`config.mk`:
```
export PLATFORM = sky130hd
export DESIGN_NAME = linear_congruence_solver_top_flat
export DESIGN_NICKNAME = d
export VERILOG_FILES = /design/src/sv/lcs_pkg.sv /design/src/sv/lcs_if.sv /design/src/sv/lcs_div.sv /design/src/sv/linear_congruence_solver_top.sv /design/src/flat_wrapper.sv
export SDC_FILE = /design/constraint.sdc
export NUM_CORES = 2
export LEC_CHECK = 0
export BUFFER_PORTS_ARGS = -buffer_cell sky130_fd_sc_hd__buf_4
export CORE_ASPECT_RATIO = 0.5
export CORE_MARGIN = 8
export CORE_UTILIZATION = 40
export DETAILED_ROUTE_END_ITERATION = 12
export PLACE_DENSITY_LB_ADDON = 0.3
export SLEW_MARGIN = 15
export SYNTH_ARGS = -nofsm -noshare
export SYNTH_HDL_FRONTEND = slang
export SYNTH_SLANG_ARGS = --single-unit
export TNS_END_PERCENT = 100
```
`constraint.sdc`:
```
create_clock -name clk -period 9.75 [get_ports clk]
set_clock_uncertainty 0.1 [all_clocks]
set_input_delay 2.4375 -clock clk [delete_from_list [all_inputs] [get_ports clk]]
set_output_delay 2.4375 -clock clk [all_outputs]
set_load 0.02 [all_outputs]
```
`src/sv/lcs_pkg.sv`:
```
`timescale 1ns / 1ps
package lcs_pkg;

  // Default operand width of coef and rhs; modulus is one bit narrower.
  localparam int DATA_WIDTH_DEF = 32;

  // Status of the serial divider as seen by the sequencer.
  typedef struct packed {
    logic busy;
    logic done;
    logic qbit_vld;
    logic qbit;
  } div_stat_t;

endpackage

```
`src/sv/lcs_if.sv`:
```
`timescale 1ns / 1ps
interface lcs_in_if #(parameter int DW = lcs_pkg::DATA_WIDTH_DEF);
  logic                 valid;
  logic                 ready;
  logic signed [DW-1:0] coef;
  logic signed [DW-1:0] rhs;
  logic        [DW-2:0] modulus;

  modport source (output valid, output coef, output rhs, output modulus, input ready);
  modport sink (input valid, input coef, input rhs, input modulus, output ready);
endinterface

interface lcs_out_if #(parameter int DW = lcs_pkg::DATA_WIDTH_DEF);
  logic                 valid;
  logic                 ready;
  logic                 solvable;
  logic        [DW-2:0] gcd_value;
  logic signed [DW-1:0] bezout_coef_x;
  logic signed [DW-1:0] bezout_coef_y;
  logic        [DW-2:0] least_solution;
  logic        [DW-2:0] solution_step;

  modport source (output valid, output solvable, output gcd_value, output bezout_coef_x,
                  output bezout_coef_y, output least_solution, output solution_step,
                  input ready);
  modport sink (input valid, input solvable, input gcd_value, input bezout_coef_x,
                input bezout_coef_y, input least_solution, input solution_step,
                output ready);
endinterface

```
`src/sv/lcs_div.sv`:
```
`timescale 1ns / 1ps
module lcs_div #(
  parameter int DW = lcs_pkg::DATA_WIDTH_DEF
) (
  input  logic                                  clk,
  input  logic                                  rst_n,
  input  logic                                  start,
  input  logic [2*DW:0]                         dividend,
  input  logic [DW-1:0]                         divisor,
  input  logic [$clog2(2*DW+2)-1:0]             nbits,
  output lcs_pkg::div_stat_t                    stat,
  output logic [2*DW:0]                         quotient,
  output logic [DW-1:0]                         remainder
);
  import lcs_pkg::*;

  localparam int NW   = 2 * DW + 1;
  localparam int CNTW = $clog2(NW + 1);

  logic [NW-1:0]   dvd_r, dvd_nxt;
  logic [DW-1:0]   rem_r, rem_nxt;
  logic [DW-1:0]   dvs_r, dvs_nxt;
  logic [CNTW-1:0] cnt_r, cnt_nxt;
  logic            busy_r, busy_nxt;

  logic [DW:0] trial;
  logic [DW:0] diff;
  logic        ge;

  // One restoring step: bring down the next dividend bit, subtract if it fits
  assign trial = {rem_r, dvd_r[NW-1]};
  assign diff  = trial - {1'b0, dvs_r};
  assign ge    = trial >= {1'b0, dvs_r};

  always_comb begin
    dvd_nxt  = dvd_r;
    rem_nxt  = rem_r;
    dvs_nxt  = dvs_r;
    cnt_nxt  = cnt_r;
    busy_nxt = busy_r;
    if (start) begin
      dvd_nxt  = dividend;
      rem_nxt  = '0;
      dvs_nxt  = divisor;
      cnt_nxt  = nbits;
      busy_nxt = 1'b1;
    end else if (busy_r) begin
      dvd_nxt = {dvd_r[NW-2:0], ge};
      rem_nxt = ge ? diff[DW-1:0] : trial[DW-1:0];
      cnt_nxt = cnt_r - CNTW'(1);
      if (cnt_r == CNTW'(1)) begin
        busy_nxt = 1'b0;
      end
    end
  end

  always_ff @(posedge clk) begin
    if (!rst_n) begin
      busy_r <= 1'b0;
      cnt_r  <= '0;
    end else begin
      busy_r <= busy_nxt;
      cnt_r  <= cnt_nxt;
    end
    dvd_r <= dvd_nxt;
    rem_r <= rem_nxt;
    dvs_r <= dvs_nxt;
  end

  assign stat.busy     = busy_r;
  assign stat.done     = busy_r && (cnt_r == CNTW'(1));
  assign stat.qbit_vld = busy_r;
  assign stat.qbit     = ge;
  assign quotient      = dvd_r;
  assign remainder     = rem_r;

endmodule

```
`src/sv/linear_congruence_solver_top.sv`:
```
`timescale 1ns / 1ps
// Solves coef*x = rhs (mod modulus) one request at a time. The extended Euclidean
// algorithm runs on one shared bit-serial divider; the quotient bits are folded into
// the Bezout coefficient updates as they appear. The Euclid loop runs about 46 steps
// worst case on 32-bit operands; after the last Euclid check the finishing part runs
// rhs/gcd, modulus/gcd, one product, then a (2*DATA_WIDTH+1)-bit reduction by the
// solution step. The divider gives one quotient bit per cycle while busy.
// in_ch.ready is high only when the block is empty; the result stays on out_ch
// until taken. When the gcd does not divide rhs, or modulus is zero, the solution
// fields read zero.
module linear_congruence_solver_top #(
  parameter int DATA_WIDTH = lcs_pkg::DATA_WIDTH_DEF
) (
  input logic clk,
  input logic rst_n,
  lcs_in_if.sink   in_ch,
  lcs_out_if.source out_ch
);
  import lcs_pkg::*;

  localparam int W    = DATA_WIDTH;
  localparam int CW   = W + 2;
  localparam int NW   = 2 * W + 1;
  localparam int CNTW = $clog2(NW + 1);

  typedef enum logic [10:0] {
    S_IDLE  = 11'b00000000001,
    S_EUCHK = 11'b00000000010,
    S_EUDIV = 11'b00000000100,
    S_EUUPD = 11'b00000001000,
    S_BDIV  = 11'b00000010000,
    S_BCHK  = 11'b00000100000,
    S_NDIV  = 11'b00001000000,
    S_MUL   = 11'b00010000000,
    S_PDIV  = 11'b00100000000,
    S_PCHK  = 11'b01000000000,
    S_OUT   = 11'b10000000000
  } state_t;

  state_t state_r, state_nxt;

  logic signed [W:0]    s_r, s_nxt;
  logic [W-1:0]         t_r, t_nxt;
  logic signed [CW-1:0] sx_r, sx_nxt, sy_r, sy_nxt, tx_r, tx_nxt, ty_r, ty_nxt;
  logic [CW-1:0]        accx_r, accx_nxt, accy_r, accy_nxt;
  logic                 swap_r, swap_nxt, nsel_r, nsel_nxt;
  logic signed [W-1:0]  b_r, b_nxt;
  logic [W-2:0]         n_r, n_nxt;
  logic [W-1:0]         g_r, g_nxt;
  logic signed [CW-1:0] cx_r, cx_nxt, cy_r, cy_nxt;
  logic [W-1:0]         bq_r, bq_nxt;
  logic                 pneg_r, pneg_nxt;
  logic                 solv_r, solv_nxt;
  logic [W-2:0]         least_r, least_nxt, step_r, step_nxt;

  logic                 div_start;
  logic [NW-1:0]        div_dvd;
  logic [W-1:0]         div_dvs;
  logic [CNTW-1:0]      div_nbits;
  div_stat_t            div_st;
  logic [NW-1:0]        div_quo;
  logic [W-1:0]         div_rem;

  // Input request decode
  logic signed [W:0]    a_ext, n_ext, a_neg;
  logic [W-1:0]         a_mag;
  logic                 in_swap;

  // Euclid helpers
  logic signed [W:0]    s_abs;
  logic signed [CW-1:0] p_fin, q_fin;
  logic signed [W:0]    b_ext, b_neg;
  logic signed [CW-1:0] cx_neg;
  logic [W:0]           cx_mag;
  logic                 adj;

  lcs_div #(.DW(W)) u_div (
    .clk       (clk),
    .rst_n     (rst_n),
    .start     (div_start),
    .dividend  (div_dvd),
    .divisor   (div_dvs),
    .nbits     (div_nbits),
    .stat      (div_st),
    .quotient  (div_quo),
    .remainder (div_rem)
  );

  assign a_ext   = {in_ch.coef[W-1], in_ch.coef};
  assign n_ext   = {2'b00, in_ch.modulus};
  assign a_neg   = -a_ext;
  assign a_mag   = in_ch.coef[W-1] ? a_neg[W-1:0] : a_ext[W-1:0];
  assign in_swap = {1'b0, in_ch.modulus} > a_mag;

  assign s_abs   = s_r[W] ? -s_r : s_r;
  assign p_fin   = s_r[W] ? -sx_r : sx_r;
  assign q_fin   = s_r[W] ? -sy_r : sy_r;
  assign b_ext   = {b_r[W-1], b_r};
  assign b_neg   = -b_ext;
  assign cx_neg  = -cx_r;
  assign cx_mag  = cx_r[CW-1] ? cx_neg[W:0] : cx_r[W:0];
  assign adj     = div_rem != '0;

  always_comb begin
    state_nxt = state_r;
    s_nxt     = s_r;
    t_nxt     = t_r;
    sx_nxt    = sx_r;
    sy_nxt    = sy_r;
    tx_nxt    = tx_r;
    ty_nxt    = ty_r;
    accx_nxt  = accx_r;
    accy_nxt  = accy_r;
    swap_nxt  = swap_r;
    nsel_nxt  = nsel_r;
    b_nxt     = b_r;
    n_nxt     = n_r;
    g_nxt     = g_r;
    cx_nxt    = cx_r;
    cy_nxt    = cy_r;
    bq_nxt    = bq_r;
    pneg_nxt  = pneg_r;
    solv_nxt  = solv_r;
    least_nxt = least_r;
    step_nxt  = step_r;
    div_start = 1'b0;
    div_dvd   = '0;
    div_dvs   = '0;
    div_nbits = CNTW'(W);

    // Fold each quotient bit into q*tx and q*ty, most significant first
    if (div_st.qbit_vld) begin
      accx_nxt = {accx_r[CW-2:0], 1'b0} + (div_st.qbit ? tx_r : '0);
      accy_nxt = {accy_r[CW-2:0], 1'b0} + (div_st.qbit ? ty_r : '0);
    end

    case (state_r)
      S_IDLE: begin
        if (in_ch.valid) begin
          // Order operands: larger magnitude first, second one non-negative
          swap_nxt = in_swap;
          nsel_nxt = in_swap && in_ch.coef[W-1];
          s_nxt    = in_swap ? (in_ch.coef[W-1] ? -n_ext : n_ext) : a_ext;
          t_nxt    = in_swap ? a_mag : {1'b0, in_ch.modulus};
          sx_nxt   = CW'(1);
          sy_nxt   = '0;
          tx_nxt   = '0;
          ty_nxt   = CW'(1);
          b_nxt    = in_ch.rhs;
          n_nxt    = in_ch.modulus;
          state_nxt = S_EUCHK;
        end
      end
      S_EUCHK: begin
        if (t_r == '0) begin
          // Euclid finished: fix the sign and undo the operand swap
          g_nxt  = s_abs[W-1:0];
          cx_nxt = swap_r ? (nsel_r ? -q_fin : q_fin) : p_fin;
          cy_nxt = swap_r ? (nsel_r ? -p_fin : p_fin) : q_fin;
          solv_nxt  = 1'b0;
          least_nxt = '0;
          step_nxt  = '0;
          if (n_r == '0) begin
            state_nxt = S_OUT;
          end else begin
            div_start = 1'b1;
            div_dvd   = {(b_r[W-1] ? b_neg[W-1:0] : b_r), {(NW-W){1'b0}}};
            div_dvs   = s_abs[W-1:0];
            state_nxt = S_BDIV;
          end
        end else begin
          div_start = 1'b1;
          div_dvd   = {s_abs[W-1:0], {(NW-W){1'b0}}};
          div_dvs   = t_r;
          accx_nxt  = '0;
          accy_nxt  = '0;
          state_nxt = S_EUDIV;
        end
      end
      S_EUDIV: begin
        if (div_st.done) begin
          state_nxt = S_EUUPD;
        end
      end
      S_EUUPD: begin
        // Floor division step; only the first step can see a negative s
        s_nxt  = {1'b0, t_r};
        sx_nxt = tx_r;
        sy_nxt = ty_r;
        if (s_r[W]) begin
          t_nxt  = adj ? (t_r - div_rem) : '0;
          tx_nxt = sx_r + accx_r + (adj ? tx_r : '0);
          ty_nxt = sy_r + accy_r + (adj ? ty_r : '0);
        end else begin
          t_nxt  = div_rem;
          tx_nxt = sx_r - accx_r;
          ty_nxt = sy_r - accy_r;
        end
        state_nxt = S_EUCHK;
      end
      S_BDIV: begin
        if (div_st.done) begin
          state_nxt = S_BCHK;
        end
      end
      S_BCHK: begin
        if (adj) begin
          state_nxt = S_OUT;
        end else begin
          bq_nxt    = div_quo[W-1:0];
          pneg_nxt  = cx_r[CW-1] ^ b_r[W-1];
          div_start = 1'b1;
          div_dvd   = {1'b0, n_r, {(NW-W){1'b0}}};
          div_dvs   = g_r;
          state_nxt = S_NDIV;
        end
      end
      S_NDIV: begin
        if (div_st.done) begin
          state_nxt = S_MUL;
        end
      end
      S_MUL: begin
        // Solution step is modulus/gcd; reduce |x*(rhs/gcd)| by it next
        step_nxt  = div_quo[W-2:0];
        state_nxt = S_PDIV;
        div_start = 1'b1;
        div_dvd   = {{W{1'b0}}, cx_mag} * {{(W+1){1'b0}}, bq_r};
        div_dvs   = {1'b0, div_quo[W-2:0]};
        div_nbits = CNTW'(NW);
      end
      S_PDIV: begin
        if (div_st.done) begin
          state_nxt = S_PCHK;
        end
      end
      S_PCHK: begin
        solv_nxt  = 1'b1;
        least_nxt = (pneg_r && adj) ? (step_r - div_rem[W-2:0]) : div_rem[W-2:0];
        state_nxt = S_OUT;
      end
      S_OUT: begin
        if (out_ch.ready) begin
          state_nxt = S_IDLE;
        end
      end
      default: begin
        state_nxt = S_IDLE;
      end
    endcase
  end

  always_ff @(posedge clk) begin
    if (!rst_n) begin
      state_r <= S_IDLE;
    end else begin
      state_r <= state_nxt;
    end
    s_r     <= s_nxt;
    t_r     <= t_nxt;
    sx_r    <= sx_nxt;
    sy_r    <= sy_nxt;
    tx_r    <= tx_nxt;
    ty_r    <= ty_nxt;
    accx_r  <= accx_nxt;
    accy_r  <= accy_nxt;
    swap_r  <= swap_nxt;
    nsel_r  <= nsel_nxt;
    b_r     <= b_nxt;
    n_r     <= n_nxt;
    g_r     <= g_nxt;
    cx_r    <= cx_nxt;
    cy_r    <= cy_nxt;
    bq_r    <= bq_nxt;
    pneg_r  <= pneg_nxt;
    solv_r  <= solv_nxt;
    least_r <= least_nxt;
    step_r  <= step_nxt;
  end

  assign in_ch.ready           = state_r == S_IDLE;
  assign out_ch.valid          = state_r == S_OUT;
  assign out_ch.solvable       = solv_r;
  assign out_ch.gcd_value      = g_r[W-2:0];
  assign out_ch.bezout_coef_x  = cx_r[W-1:0];
  assign out_ch.bezout_coef_y  = cy_r[W-1:0];
  assign out_ch.least_solution = least_r;
  assign out_ch.solution_step  = step_r;

  a_ready_empty: assert property (@(posedge clk) disable iff (!rst_n)
    in_ch.ready |-> !out_ch.valid) else $error("input ready while a result waits");
  a_start_idle: assert property (@(posedge clk) disable iff (!rst_n)
    div_start |-> !div_st.busy) else $error("divider restarted while busy");
  a_accept_euclid: assert property (@(posedge clk) disable iff (!rst_n)
    (in_ch.valid && in_ch.ready) |=> state_r == S_EUCHK)
    else $error("accepted request did not enter Euclid");
  a_least_range: assert property (@(posedge clk) disable iff (!rst_n)
    (out_ch.valid && out_ch.solvable) |-> out_ch.least_solution < out_ch.solution_step)
    else $error("least solution not below step");

endmodule
```
`src/flat_wrapper.sv`:
```
// flat-port wrapper written by rule: the top's interface ports become plain ports
module linear_congruence_solver_top_flat import lcs_pkg::*;
#(
  parameter int DATA_WIDTH = lcs_pkg::DATA_WIDTH_DEF
)
  (clk, rst_n, in_ch_valid, in_ch_coef, in_ch_rhs, in_ch_modulus, in_ch_ready, out_ch_valid, out_ch_solvable, out_ch_gcd_value, out_ch_bezout_coef_x, out_ch_bezout_coef_y, out_ch_least_solution, out_ch_solution_step, out_ch_ready);
  lcs_in_if in_ch_i ();
  lcs_out_if out_ch_i ();
  input logic clk;
  input logic rst_n;
  input wire logic [$bits(in_ch_i.valid)-1:0] in_ch_valid;
  input wire logic [$bits(in_ch_i.coef)-1:0] in_ch_coef;
  input wire logic [$bits(in_ch_i.rhs)-1:0] in_ch_rhs;
  input wire logic [$bits(in_ch_i.modulus)-1:0] in_ch_modulus;
  output wire logic [$bits(in_ch_i.ready)-1:0] in_ch_ready;
  output wire logic [$bits(out_ch_i.valid)-1:0] out_ch_valid;
  output wire logic [$bits(out_ch_i.solvable)-1:0] out_ch_solvable;
  output wire logic [$bits(out_ch_i.gcd_value)-1:0] out_ch_gcd_value;
  output wire logic [$bits(out_ch_i.bezout_coef_x)-1:0] out_ch_bezout_coef_x;
  output wire logic [$bits(out_ch_i.bezout_coef_y)-1:0] out_ch_bezout_coef_y;
  output wire logic [$bits(out_ch_i.least_solution)-1:0] out_ch_least_solution;
  output wire logic [$bits(out_ch_i.solution_step)-1:0] out_ch_solution_step;
  input wire logic [$bits(out_ch_i.ready)-1:0] out_ch_ready;
  assign in_ch_i.valid = in_ch_valid;
  assign in_ch_i.coef = in_ch_coef;
  assign in_ch_i.rhs = in_ch_rhs;
  assign in_ch_i.modulus = in_ch_modulus;
  assign in_ch_ready = in_ch_i.ready;
  assign out_ch_valid = out_ch_i.valid;
  assign out_ch_solvable = out_ch_i.solvable;
  assign out_ch_gcd_value = out_ch_i.gcd_value;
  assign out_ch_bezout_coef_x = out_ch_i.bezout_coef_x;
  assign out_ch_bezout_coef_y = out_ch_i.bezout_coef_y;
  assign out_ch_least_solution = out_ch_i.least_solution;
  assign out_ch_solution_step = out_ch_i.solution_step;
  assign out_ch_i.ready = out_ch_ready;
  linear_congruence_solver_top #(.DATA_WIDTH(DATA_WIDTH)) u_core (.clk(clk), .rst_n(rst_n), .in_ch(in_ch_i), .out_ch(out_ch_i));
endmodule
```
==> results.json <==
{
  "hp-start": "u_core.u_div.quotient[23]",
  "reg2regPathDepth": 36,
  "grt_busiest_layer": "met2",
  "wl_per_cell_um": 23.31,
  "cap_violations": 0,
  "holdPathStages": 0,
  "design.die.area_um2": 229700,
  "fillerInstances": 20560,
  "worst_path_largest_cell_delay_ns": 0.59,
  "status": "finished, violations left",
  "synthCells": 9391,
  "cts_hold_buf": 0,
  "tightest_slew_ns": 1.287,
  "ys_ff_latch": 676,
  "layout_common_cells": "inv_1 (1106), nand2_1 (1020), fa_1 (969)",
  "grt_pass1_wl_mm": 441.9,
  "ys_warn_count": 0,
  "worstHoldEndpoint": "u_core.bq_r[23]",
  "critical_path.most_common_cell": "fa_1",
  "rr_endpoint": "u_core.u_div.quotient[63]",
  "fin_crit_sh_pct": 104.5,
  "synth_fp_nets": 11080,
  "die_x_um": 669.9,
  "via_per_inst": 5.587,
  "first_iter_violations": 7115,
  "drive_above_1_share_pct": 12.13,
  "grt_usage_pct": 24.95,
  "regArea_um2": 19110,
  "hpwl_mm": 233.4,
  "holdCritPathClass": "flop to flop",
  "required_ns": 10.10,
  "cp-end-kind": "flop",
  "drv_slew": 0,
  "ant_nets": 0,
  "failed_checks": "negative setup slack",
  "cts.htree.levels": 3,
  "gp_congestion": 0.9688,
  "drt_pass1_iterations": 8,
  "hold_viol_final": 0,
  "slowest_stage": "fa_2",
  "worstPathArrival_ns": 10.54,
  "cts-root-buf": "clkbuf_16",
  "num_io_pins": 259,
  "drc": 0,
  "powerDensity_nw_per_um2": 157.9,
  "dieHeight_um": 342.9,
  "finalSetupViolCount": 30,
  "synth_edf_count": 557,
  "tns_ns": -7.659,
  "grt_use_met1_pct": 34.17,
  "synthFlopType": "edfxtp_1",
  "fin_area_um2": 97510,
  "cts_buffers": 79,
  "yosysSeqAreaShare_pct": 22.35,
  "multi_input_area_um2": 61650,
  "timing.fmax_mhz": 98.14,
  "cts_buffer_depth": 3,
  "start_kind": "flop",
  "vdd_drop_max_uv": 147.8,
  "nNetsFinal": 11360,
  "r2r_setup_slack_ns": -0.44,
  "power_uw": 15390,
  "clkTransAtPathRegs_ns": 0.06,
  "use_met2_pct": 38.55,
  "place_area_um2": 92510,
  "slew_headroom_pct": 14.19,
  "vias": 70480,
  "worstSetupPathType": "flop to flop",
  "final_common_cell": "inv_1",
  "io_buffers": 258,
  "cts.sinks": 676,
  "cp_max_fo": 6,
  "rr_startpoint": "u_core.cx_r[6]",
  "p_leak_uw": 0.04249,
  "rows": 120,
  "cts_tree": "built",
  "rsz0062_at_grt": "yes",
  "synth-async-reset-ratio_pct": 0,
  "grt_max_degree": 151,
  "antenna_found_initial": 20,
  "netlist_area_um2": 85510,
  "synth_cell_types": 94,
  "use_met3_pct": 4.833,
  "wl_mm": 294.1,
  "grt_pass1_vias": 69880,
  "crit_start": "u_core.cx_r[6]",
  "min_period_ns": 10.19,
  "initial_core_util_pct": 40.11,
  "setup_ws_ns": -0.4391,
  "globalRouteOverflowTotal": 0,
  "synth_area_per_cell_um2": 9.106,
  "clkLatencyLatePin_ns": 0.75,
  "core_area_um2": 213200,
  "area_delta_synth_final_pct": 14.03
}
-- synthesized netlist by cell type (all sizes together), types with 191 or more instances --
| library cell | number | area share (%) |
|---|---|---|
| and2 | 797 | 5.8 |
| xnor2 | 339 | 3.5 |
| xor2 | 257 | 2.6 |
| a21oi | 495 | 2.9 |
| clkbuf | 422 | 1.9 |
| inv | 1134 | 5.0 |
| a21o | 191 | 1.7 |
| ha | 591 | 8.6 |
| fa | 1001 | 23 |
| nor2 | 408 | 1.8 |
| o21ai | 480 | 2.8 |
| nand2 | 1032 | 4.5 |
| edfxtp | 557 | 20 |
-- repair_timing --
action	4_1_cts	5_1_grt
pin swaps	77	163
buffers inserted	34	42
resized for setup	155	193
cloned	3	3
setup endpoints to repair	33	36
-- routing by layer --
| metal | up-vias | routed length [um] |
|---|---|---|
| li1 | 31880 | - |
| met4 | 8 | 14380 |
| met5 | - | 56 |
| met2 | 2793 | 128400 |
| met1 | 35240 | 125900 |
| met3 | 564 | 25270 |
-- worst max-delay path, delay by kind of cell, from the launching register on --
kind	cells	cell delay, ns
fa+ha+maj	9	4.15
xor+xnor	2	0.39
buf+inv	7	0.70
flops	1	0.40
compound gates	10	1.82
simple gates	8	2.37
-- power by group --
part           switching [uW]  total (uW)  internal [uW]
clock network            1390        3160           1770
registers                 710        4390           3680
logic                    4680        7840           3160
total                    6780       15400           8610
-- sequential cells by signal (all words and copies together), names as in the netlist, 33 cells and up --
signal and flops:
u_core.u_div.quotient 65, u_core.accx_r 34, u_core.accy_r 34, u_core.cx_r 34, u_core.sx_r 34, u_core.sy_r 34, u_core.tx_r 34, u_core.ty_r 34
u_core.s_r 33
-- worst max-delay path by stage --
stage                                      endpoint  slack (ns)  cells after the start
final                     u_core.u_div.quotient[63]       -0.44                     36
after global placement    u_core.u_div.quotient[64]       -0.65                     32
after CTS                 u_core.u_div.quotient[59]       -0.42                     32
after detailed placement  u_core.u_div.quotient[62]       -0.74                     33
after floorplan           u_core.u_div.quotient[64]       0.008                     32
after global routing      u_core.u_div.quotient[63]       -0.70                     36
-- cells by family (layout without fill, tap and decap cells) --
family	after synthesis	count (layout)	synth area share, %
buf+inv	1664	2011	7.604
xor+xnor	596	596	6.105
compound gates	1827	1827	13.52
fa+ha+maj	1592	1592	32.08
simple gates	2954	2954	17.37
mux	82	82	0.9745
flops	676	676	22.35
other cells	0	10	0
-- final cells by class --
| cell class | instances | share of cell area, % |
|---|---|---|
| diodes | 10 | 0.02566 |
| inverters | 1135 | 4.376 |
| well taps | 2867 | 3.679 |
| repair buffers | 729 | 6.331 |
| clock inverters | 44 | 0.5543 |
| flip-flops and latches | 676 | 19.60 |
| clock buffers | 103 | 2.206 |
| multi-input cells | 7051 | 63.23 |
-- metrics by stage --
stage / instances / setup WS [ns] / hold slack [ns] / utilization, %
3_3_place_gp: 12380 / -0.6499 / 0.3437 / 43.37
5_1_grt: 12610 / -0.7032 / 0.3708 / 45.73
3_5_place_dp: 12380 / -0.7353 / 0.3596 / 43.39
6_report: 12620 / -0.4391 / 0.3716 / 45.73
2_1_floorplan: 9391 / 0.007552 / 0.3262 / -
4_1_cts: 12560 / -0.4214 / 0.3597 / 45.15
Note: power is estimated with default switching activity, not from simulation.
